**config.mk**
```make
export PLATFORM = sky130hd
export DESIGN_NAME = scsd_cfg_regs
export DESIGN_NICKNAME = d
export VERILOG_FILES = /design/src/hdl/scsd_pkg.sv /design/src/hdl/scsd_cfg_regs.sv
export SDC_FILE = /design/constraint.sdc
export NUM_CORES = 1
export LEC_CHECK = 0
export BUFFER_PORTS_ARGS = -buffer_cell sky130_fd_sc_hd__buf_2
export CORE_MARGIN = 1
export CORE_UTILIZATION = 35
export DETAILED_ROUTE_END_ITERATION = 8
export PLACE_DENSITY = 0.77
export REMOVE_ABC_BUFFERS = 1
export SYNTH_ARGS = -nofsm -noshare
export SYNTH_HDL_FRONTEND = slang
export SYNTH_SLANG_ARGS = --single-unit
export TNS_END_PERCENT = 1
```
**constraint.sdc**
```tcl
create_clock -name clk_i -period 2.1 [get_ports clk_i]
set_input_delay 0.42 -clock clk_i [delete_from_list [all_inputs] [get_ports clk_i]]
set_output_delay 0.42 -clock clk_i [all_outputs]
set_load 0.03 [all_outputs]
```
**src/hdl/scsd_pkg.sv**
```systemverilog
// shared types and constants for the sparse column squared distance block
package scsd_pkg;

  // field widths
  localparam int RowW  = 10;
  localparam int ValW  = 16;
  localparam int NormW = 47;
  localparam int DataW = 48;
  localparam int ColW  = 16;
  localparam int ProdW = 2 * ValW;
  localparam int AccW  = DataW + 1;
  localparam int DistW = DataW + 2;

  // rows reachable by the row index field
  localparam int RowSpan = 1 << RowW;

  // default centroid length
  localparam int VectorLength = 1024;

  // stream payload widths
  localparam int InDataW  = 80;
  localparam int OutDataW = 112;

  // configuration port
  localparam int CfgDataW = 64;
  localparam int CfgAddrW = 4;
  localparam int CfgIdxLsb = 3;

  // register indexes
  localparam logic RegCentroidNorm = 1'b0;

  // item kinds carried on the input tuser
  localparam logic ModeLoad    = 1'b0;
  localparam logic ModeNonzero = 1'b1;

  // signed 48-bit limits
  localparam logic signed [DataW-1:0] Max48 = {1'b0, {(DataW-1){1'b1}}};
  localparam logic signed [DataW-1:0] Min48 = {1'b1, {(DataW-1){1'b0}}};

  // finished column handed from the accumulator to the distance stage
  typedef struct packed {
    logic signed [DataW-1:0] dot;
    logic                    ovf;
    logic [NormW-1:0]        cnorm;
  } res_t;

endpackage

```
**src/hdl/scsd_cfg_regs.sv**
```systemverilog
// configuration register file behind the apb-style port
module scsd_cfg_regs (
  input  logic                           clk_i,
  input  logic                           rst_ni,
  input  logic                           psel_i,
  input  logic                           penable_i,
  input  logic                           pwrite_i,
  input  logic [scsd_pkg::CfgAddrW-1:0]  paddr_i,
  input  logic [scsd_pkg::CfgDataW-1:0]  pwdata_i,
  output logic [scsd_pkg::CfgDataW-1:0]  prdata_o,
  output logic [scsd_pkg::NormW-1:0]     centroid_norm_o
);

  logic [scsd_pkg::NormW-1:0] centroid_norm_q;
  logic                       sel_norm;

  // register decode on the word index
  assign sel_norm = (paddr_i[scsd_pkg::CfgAddrW-1:scsd_pkg::CfgIdxLsb]
                     == scsd_pkg::RegCentroidNorm);

  // write on the access phase
  always_ff @(posedge clk_i or negedge rst_ni) begin
    if (!rst_ni) begin
      centroid_norm_q <= '0;
    end else if (psel_i && penable_i && pwrite_i && sel_norm) begin
      centroid_norm_q <= pwdata_i[scsd_pkg::NormW-1:0];
    end
  end

  // read mux
  always_comb begin
    prdata_o = '0;
    if (sel_norm) begin
      prdata_o = scsd_pkg::CfgDataW'(centroid_norm_q);
    end
  end

  assign centroid_norm_o = centroid_norm_q;

endmodule

```
==> metrics.txt <==
fmax=577 MHz; status=finished, violations left; dpl cells=388; die area=7080 um^2; setup violators final=0; worst clock skew=0 ns; DP Wirelength=3720 um; GR Util All Layers=14.2%; Initial Util=36.8%; Util after Layout=49.6%; largest area contributor in the netlist=dfrtp_1; register area share after synthesis=49.8%; WHS=0.128 ns; share of the synthesized area in the top cell type=49.8%; DRC Markers=27; DR iter-0 viols=72; crit-path max cell delay=0.29 ns; Max Slew Vio Count=0; r2r setup slk=1.31 ns; worst r2r path cells=1; Syn-to-layout area delta=34.7%; RSZ-0062 raised after global routing=false; post-cts repair resize count=0; max reg flops=47; Worst EP required=1.68 ns; CTS root buf=clkbuf_8; FP Rows=29; drt first pass iters=6; Post-synth EDFFs=0; CP Capture Type=primary output; RePlAce Congestion=0.704; Synth Flop Type=dfrtp_1; Clock Pin Slew Worst Setup and Hold Paths=0.07 ns; die width=84.2 um; Leak Pwr=1.87 nW; clock sink count=47; startpoint class of the critical path=primary input; Worst VDD drop=0.000583 V; vias post-DR=1709; Via density=4.34; clk_lat worst skew=0.28 ns; nets=391; final cell count without fillers=394; Setup CP Type=primary input to primary output; Finished Cell Area=3180 um^2; capturing point of the worst reg2reg path=centroid_norm_o[38]; Mapped Area=2360 um^2; total power=3.23 mW; Power Density=1020 nW/um^2; #FFs+latches synth=47; failing checks=design-rule violations; Routed WL=4920 um; largest net degree at the start of global routing=29; reg2reg start=centroid_norm_o[38]; Warnings, synthesis=0; placed instance area=3110 um^2; ys async rst share=100%; Gate Count Post-Synth=170; most used cell along the critical path=buf_2; Chip Height=84.2 um; count of cell types in the netlist=11; Area contributors post-synth=dfrtp_1, mux2_4, mux2_2; port buffer count=146; Mapped Avg Cell Area=13.9 um^2; setup ws final=0.366 ns; relative slew slack=61.1%; worst-margin pin slew=0.583 ns; number of global-route vias before repair=1630; WL per Instance=12.5 um; top post-synthesis cells by count=dfrtp_1, mux2_4, nor2b_1, and2b_1; H-Tree Depth=2; # hold bufs at CTS=0; Num CTS Buffers=5; # IOs=184; TritonCTS clock tree=yes; gr ovfl total=0; worst-path fanout max=28; Setup Buffers After CTS=0; worst min path class=primary input to asynchronous set/reset pin; Core Footprint=6420 um^2; clock buffer depth=2; post-placement setup slack=0.349 ns; Final TNS setup=0 ns; endpoints failing hold=0; final worst path period need=1.73 ns; Max Cap Violations=0; crit path DAT=1.31 ns; antenna viol nets, final=0; initial antenna violation count=0; Tcrit/Tclk final=82.6%; CP Cell Sequence=buf_2 > buf_4 > and2b_1 > buf_2; slowest library cell on the worst path=buf_4; layout cells sized above 1=64.7%; most frequent cell after synthesis=dfrtp_1; first-pass GRT wire length=7990 um; ANT cells=0
==> cell type report <==
cell class,count,area (um^2)
clock buffers,6,72.6
fillers,595,3240
multi-input cells,112,1050
flip-flops and latches,47,1180
well taps,77,96.3
repair buffers,152,788
==> cells by family (layout without fill, tap and decap cells) <==
kind of cell	Yosys count	after routing	synth area share, %
other	1	17	0.159
buffers and inverters	27	158	8.32
multiplexers	47	47	27.2
flip-flops	47	47	49.8
AND/OR/NAND/NOR	48	48	14.6
==> worst max-delay path by stage <==
| stage | to | slack, ns | depth (start not counted) | startpoint |
|---|---|---|---|---|
| final | prdata_o[40] | 0.37 | 4 | paddr_i[3] |
| after floorplan | centroid_norm_o[11] | 0.32 | 2 | paddr_i[3] |
| after CTS | prdata_o[40] | 0.34 | 4 | paddr_i[3] |
| after global routing | prdata_o[21] | 0.26 | 4 | paddr_i[3] |
| after detailed placement | prdata_o[40] | 0.35 | 4 | paddr_i[3] |
| after global placement | prdata_o[21] | 0.36 | 4 | paddr_i[3] |
==> cell usage in the layout, fill, tap and decap left out <==
cell type,Yosys,layout
nand4b_4,1,1
dfrtp_1,47,47
nor2b_1,26,26
clkbuf_1,5,1
buf_2,1,146
clkbuf_8,0,5
conb_1,1,17
buf_4,17,5
mux2_2,17,17
mux2_4,30,30
buf_12,0,1
and2b_1,21,21
==> power breakdown <==
group / internal (mW) / switching, mW
logic: 0.548 / 0.946
registers: 1.11 / 0.141
clock network: 0.222 / 0.268
==> metal layers <==
metal / wire length, um / GRT usage [%] / up-vias
met1: 2160 / 18.5 / 798
met3: 408 / 3.74 / 2
met4: 25 / 3.76 / 0
met2: 2330 / 23.7 / 98
met5: 0 / 0 / -
li1: - / - / 811
==> worst max-delay path, delay by kind of cell <==
kind          cells  cell delay (ns)
buf+inv           3             0.65
simple gates      1             0.22
No activity file was read; power rests on OpenSTA's default activity.
