**config.mk**
```make
export PLATFORM = sky130hd
export DESIGN_NAME = scsd_mac
export DESIGN_NICKNAME = d
export VERILOG_FILES = /design/src/hdl/scsd_pkg.sv /design/src/hdl/scsd_mac.sv
export SDC_FILE = /design/constraint.sdc
export NUM_CORES = 1
export LEC_CHECK = 0
export BUFFER_PORTS_ARGS = -buffer_cell sky130_fd_sc_hd__buf_2
export CORE_ASPECT_RATIO = 0.9
export CORE_MARGIN = 4
export CORE_UTILIZATION = 45
export DETAILED_ROUTE_END_ITERATION = 10
export GPL_TIMING_DRIVEN = 1
export MAX_ROUTING_LAYER = met4
export PLACE_DENSITY = 0.64
export RECOVER_POWER = 25
export SLEW_MARGIN = 20
export SYNTH_ARGS = -nofsm -noshare
export SYNTH_HDL_FRONTEND = slang
export SYNTH_SLANG_ARGS = --single-unit
```
**constraint.sdc**
```tcl
create_clock -name clk_i -period 8.25 [get_ports clk_i]
set_clock_uncertainty 0.2 [all_clocks]
set_input_delay 1.65 -clock clk_i [delete_from_list [all_inputs] [get_ports clk_i]]
set_output_delay 1.65 -clock clk_i [all_outputs]
set_load 0.005 [all_outputs]
```
**src/hdl/scsd_pkg.sv**
```systemverilog
// shared types and constants for the sparse column squared distance block
package scsd_pkg;

  // field widths
  localparam int RowW  = 10;
  localparam int ValW  = 16;
  localparam int NormW = 47;
  localparam int DataW = 48;
  localparam int ColW  = 16;
  localparam int ProdW = 2 * ValW;
  localparam int AccW  = DataW + 1;
  localparam int DistW = DataW + 2;

  // rows reachable by the row index field
  localparam int RowSpan = 1 << RowW;

  // default centroid length
  localparam int VectorLength = 1024;

  // stream payload widths
  localparam int InDataW  = 80;
  localparam int OutDataW = 112;

  // configuration port
  localparam int CfgDataW = 64;
  localparam int CfgAddrW = 4;
  localparam int CfgIdxLsb = 3;

  // register indexes
  localparam logic RegCentroidNorm = 1'b0;

  // item kinds carried on the input tuser
  localparam logic ModeLoad    = 1'b0;
  localparam logic ModeNonzero = 1'b1;

  // signed 48-bit limits
  localparam logic signed [DataW-1:0] Max48 = {1'b0, {(DataW-1){1'b1}}};
  localparam logic signed [DataW-1:0] Min48 = {1'b1, {(DataW-1){1'b0}}};

  // finished column handed from the accumulator to the distance stage
  typedef struct packed {
    logic signed [DataW-1:0] dot;
    logic                    ovf;
    logic [NormW-1:0]        cnorm;
  } res_t;

endpackage

```
**src/hdl/scsd_mac.sv**
```systemverilog
// multiply-accumulate pipeline over the column nonzeros
module scsd_mac (
  input  logic                              clk_i,
  input  logic                              rst_ni,
  input  logic                              load_i,
  input  logic signed [scsd_pkg::ValW-1:0]  val_i,
  input  logic                              in_range_i,
  input  logic                              last_i,
  input  logic [scsd_pkg::NormW-1:0]        cnorm_i,
  input  logic signed [scsd_pkg::ValW-1:0]  cval_i,
  output logic                              ready_o,
  output logic                              res_valid_o,
  output scsd_pkg::res_t                    res_o,
  input  logic                              res_ready_i
);

  // stage 1: operands waiting for the centroid read
  logic                             v1_q;
  logic signed [scsd_pkg::ValW-1:0] val1_q;
  logic                             inr1_q;
  logic                             last1_q;
  logic [scsd_pkg::NormW-1:0]       cnorm1_q;

  // stage 2: registered product
  logic                              v2_q;
  logic signed [scsd_pkg::ProdW-1:0] prod2_q;
  logic                              last2_q;
  logic [scsd_pkg::NormW-1:0]        cnorm2_q;

  // running column state
  logic signed [scsd_pkg::DataW-1:0] acc_q;
  logic                              ovf_q;

  // stage 3: finished column
  logic           v3_q;
  scsd_pkg::res_t res_q;

  logic                              r2, r3, adv1, move2;
  logic signed [scsd_pkg::ValW-1:0]  cval;
  logic signed [scsd_pkg::AccW-1:0]  sum;
  logic signed [scsd_pkg::DataW-1:0] acc_sat;
  logic                              acc_cl;

  // flow control, stage 2 drains freely unless it holds a column end
  assign r3      = !v3_q || res_ready_i;
  assign r2      = !v2_q || !last2_q || r3;
  assign ready_o = !v1_q || r2;
  assign adv1    = v1_q && r2;
  assign move2   = v2_q && r2;

  // rows beyond the vector read as zero
  assign cval = inr1_q ? cval_i : '0;

  // saturating accumulate
  always_comb begin
    sum     = scsd_pkg::AccW'(acc_q) + scsd_pkg::AccW'(prod2_q);
    acc_cl  = (sum[scsd_pkg::AccW-1] != sum[scsd_pkg::AccW-2]);
    acc_sat = sum[scsd_pkg::DataW-1:0];
    if (acc_cl) begin
      acc_sat = sum[scsd_pkg::AccW-1] ? scsd_pkg::Min48 : scsd_pkg::Max48;
    end
  end

  // valid bits and column state
  always_ff @(posedge clk_i or negedge rst_ni) begin
    if (!rst_ni) begin
      v1_q  <= 1'b0;
      v2_q  <= 1'b0;
      v3_q  <= 1'b0;
      acc_q <= '0;
      ovf_q <= 1'b0;
    end else begin
      if (load_i) begin
        v1_q <= 1'b1;
      end else if (adv1) begin
        v1_q <= 1'b0;
      end
      if (r2) begin
        v2_q <= v1_q;
      end
      if (r3) begin
        v3_q <= move2 && last2_q;
      end
      if (move2) begin
        if (last2_q) begin
          acc_q <= '0;
          ovf_q <= 1'b0;
        end else begin
          acc_q <= acc_sat;
          ovf_q <= ovf_q || acc_cl;
        end
      end
    end
  end

  // payload registers
  always_ff @(posedge clk_i) begin
    if (load_i) begin
      val1_q   <= val_i;
      inr1_q   <= in_range_i;
      last1_q  <= last_i;
      cnorm1_q <= cnorm_i;
    end
    if (adv1) begin
      prod2_q  <= val1_q * cval;
      last2_q  <= last1_q;
      cnorm2_q <= cnorm1_q;
    end
    if (move2 && last2_q && r3) begin
      res_q.dot   <= acc_sat;
      res_q.ovf   <= ovf_q || acc_cl;
      res_q.cnorm <= cnorm2_q;
    end
  end

  assign res_valid_o = v3_q;
  assign res_o       = res_q;

`ifndef SYNTHESIS
  // column end clears the running sum and overflow mark
  a_col_clear: assert property (@(posedge clk_i) disable iff (!rst_ni)
    (v2_q && last2_q && r3) |=> (acc_q == '0 && !ovf_q))
    else $error("accumulator not cleared after column end");

  // a stalled operand keeps its slot and read data
  a_s1_hold: assert property (@(posedge clk_i) disable iff (!rst_ni)
    (v1_q && !r2) |=> (v1_q && $stable(val1_q) && $stable(cval_i)))
    else $error("stage 1 lost its operand while stalled");
`endif

endmodule

```
==> metrics.txt <==
YS warnings 0; internal cell power approximately 6.7 mW; TritonCTS clock tree done; vias in the first global route roughly 17000; I/O Pins about 180; row cnt 78; nets 2691; top cell type's share of synthesized area ~31%; outcome finished with violations; synthesis-stage register bit count around 290; clk_lat worst skew approximately 0.6 ns; Initial Util 45.8%; RSZ-0062 raised after global routing no; final number of hold-violating endpoints 0; final core utilization between 50% and 60%; deepest clock path buffer count 3; CTS resizes 0; via/cell ratio approximately 5.4; Pwr Density approximately 470 nW/µm²; ANT cells 0; GP Congestion roughly 0.9; EDFF count, synth 241; Die H around 220 µm; worst min-delay path category reg -> reg; clock slew at reported path FFs around 0.06 ns; Worst setup EP type flop; top_reg_cell synth edfxtp_1; gr ovfl total 0; switching share of power between 40% and 50%; DP Wirelength ~42 mm; share of power burned in the clock network 12.0%; global-route wire length before repair slightly above 90 mm; DRC violations left 0; hold_sp cnorm2_q[0]; synthesis-to-layout area growth 11.5%; DR pass1 iterations 5; pin count of the biggest net entering global routing a little over 80; max-cap check violation count 1; antenna violations before repair 1; cell leakage power 11.8 nW; Final ANT Viol Nets 0; Worst slew margin -114%; post-route minimum period around 7.7 ns; synthesized cell area ~23000 µm²; DIE AREA roughly 55000 µm²; Hold Crit Endpoint res_o[0]; Vias between 15000 and 20000; Total GRT Usage 21.2%; TritonCTS Sinks ~300; worst reg-to-reg setup slack about 0.54 ns; # setup viols final 0; CP Launch Type input port; Hold Path Stages 0; Post-CTS Setup Repair Bufs 0; Mean Syn Cell Area 11.2 µm²; Worst-Margin Slew 3.22 ns; DR iter-0 viols roughly 1100; Root Buffer clkbuf_16; hold buffers post-CTS 0; syn nets between 2000 and 3000; Sw Pwr between 5 and 6 mW; Critical Path RT ~8.4 ns; sequential share of power a little over a fifth; main area contributors after synthesis edfxtp_1 (31%), fa_1 (23%), ha_1 (7.0%); overall routed net length between 50 and 60 mm; H-tree levels 1; Core Footprint 50700 µm²; critical path class in -> reg; CP Data Arrival Time roughly 8 ns; worst vdd ir between 0.0003 and 0.0004 V; port bufs between 150 and 200; FF-to-FF End prod2_q[28]; Critical R2R Launch inr1_q; share of cells above drive strength 1 14.5%; hold slack 0.213 ns; crit-path max FO 8; drt wl/cell about 19 µm; largest area contributor in the netlist edfxtp_1; fin. max-slew vios 53; async set-reset flop share out of synthesis about 18%; r2r worst-path depth 20; Die Wd between 200 and 250 µm; Distinct cells, synth 74; max frequency around 130 MHz; Final period util 93.9%; combinational power share 66.8%; Synth Instances around 2100; CTS Buf Count 31; post-synthesis sequential area ratio between 30% and 40%; failing checks capacitance limit, slew limit
final cells by class:
cell class	instances	area (µm²)
multi-input cells	1350	13000
clock buffers	36	795
repair buffers	221	1210
well taps	680	851
flip-flops and latches	293	8540
clock inverters	21	285
inverters	316	1190
fillers	4481	24800
registers in the layout (all words and copies together), names as in the netlist:
signal	count
v1_q	1
res_valid_o	1
prod2_q	32
res_o	96
last2_q	1
last1_q	1
cnorm1_q	47
cnorm2_q	47
val1_q	16
inr1_q	1
acc_q	48
ovf_q	1
v2_q	1
critical path, cell delays in order:
cell	delay (ns)
buf_2	0.14
and2_1	0.37
buf_4	0.18
nand2_1	0.08
inv_1	0.12
fa_1	0.49
buf_4	0.19
fa_1	0.70
inv_1	0.19
fa_1	0.49
fa_1	0.58
fa_1	0.43
fa_1	0.49
inv_1	0.04
ha_1	0.33
a21oi_1	0.17
o21bai_1	0.12
or3_1	0.32
a211o_1	0.26
a31o_2	0.24
a21oi_1	0.17
xnor2_1	0.08
power groups by stage:
stage / Combinational (mW) / Clock, mW / Sequential (mW)
5_1_grt: 9.16 / 1.59 / 2.63
6_report: 8.18 / 1.47 / 2.59
3_5_place_dp: 8.10 / 0 / 2.62
4_1_cts: 8.15 / 1.52 / 2.59
3_3_place_gp: 7.94 / 0 / 2.61
2_1_floorplan: 6.27 / 0 / 2.55
cells in the final DEF (no fill, tap or decap), types with 53 or more instances in the layout:
| cell type | count |
|---|---|
| inv_1 | 315 |
| fa_1 | 263 |
| edfxtp_1 | 241 |
| buf_2 | 180 |
| nand2_1 | 168 |
| and3_1 | 133 |
| ha_1 | 130 |
| a21oi_1 | 73 |
| xnor2_1 | 63 |
| nand3_1 | 62 |
| nor2_1 | 53 |
logic make-up after synthesis:
family          share of synthesized area, %
simple gates                            11.5
buf+inv                                 7.39
fa+ha+maj                               30.6
compound gates                          10.2
flops                                   36.8
xor+xnor                                3.29
mux                                    0.151
through the flow:
stage	setup WS [ns]	setup TNS (ns)	instances	area, µm²	power, mW
finish	0.507	0	2917	25900	12.2
global route	0.159	0	2917	25900	13.4
CTS	0.529	0	2917	25800	12.3
detailed placement	-0.0733	-0.0733	2860	24800	10.7
global placement	0.0974	0	2860	24800	10.5
floorplan	0.394	0	2072	23200	8.81
routing by layer:
layer / share of wire (%) / up-vias / global-route usage, %
met2: 46 / 491 / 33.2
met1: 46 / 7945 / 29.9
met4: 2.1 / 0 / 4.64
li1: - / 7323 / -
met5: 0 / - / -
met3: 5.7 / 88 / 2.54
worst max-delay path by stage:
stage                          from           to  slack [ns]
after floorplan           cval_i[9]  prod2_q[28]        0.39
after detailed placement  cval_i[2]  prod2_q[31]       -0.07
after CTS                 cval_i[2]  prod2_q[31]        0.53
after global placement    cval_i[2]  prod2_q[28]         0.1
after global routing         inr1_q  prod2_q[28]        0.16
final                     cval_i[2]  prod2_q[31]        0.51
synth_stat cells (52+ instances only):
library cell and n:
xnor2_1 64, nor2_1 54, edfxtp_1 241, ha_1 130, fa_1 263, nand2_1 168
clkbuf_1 61, dfrtp_1 52, inv_1 315, and3_1 133, nand3_1 62, a21oi_1 74
(Power assumes the default switching activity.)
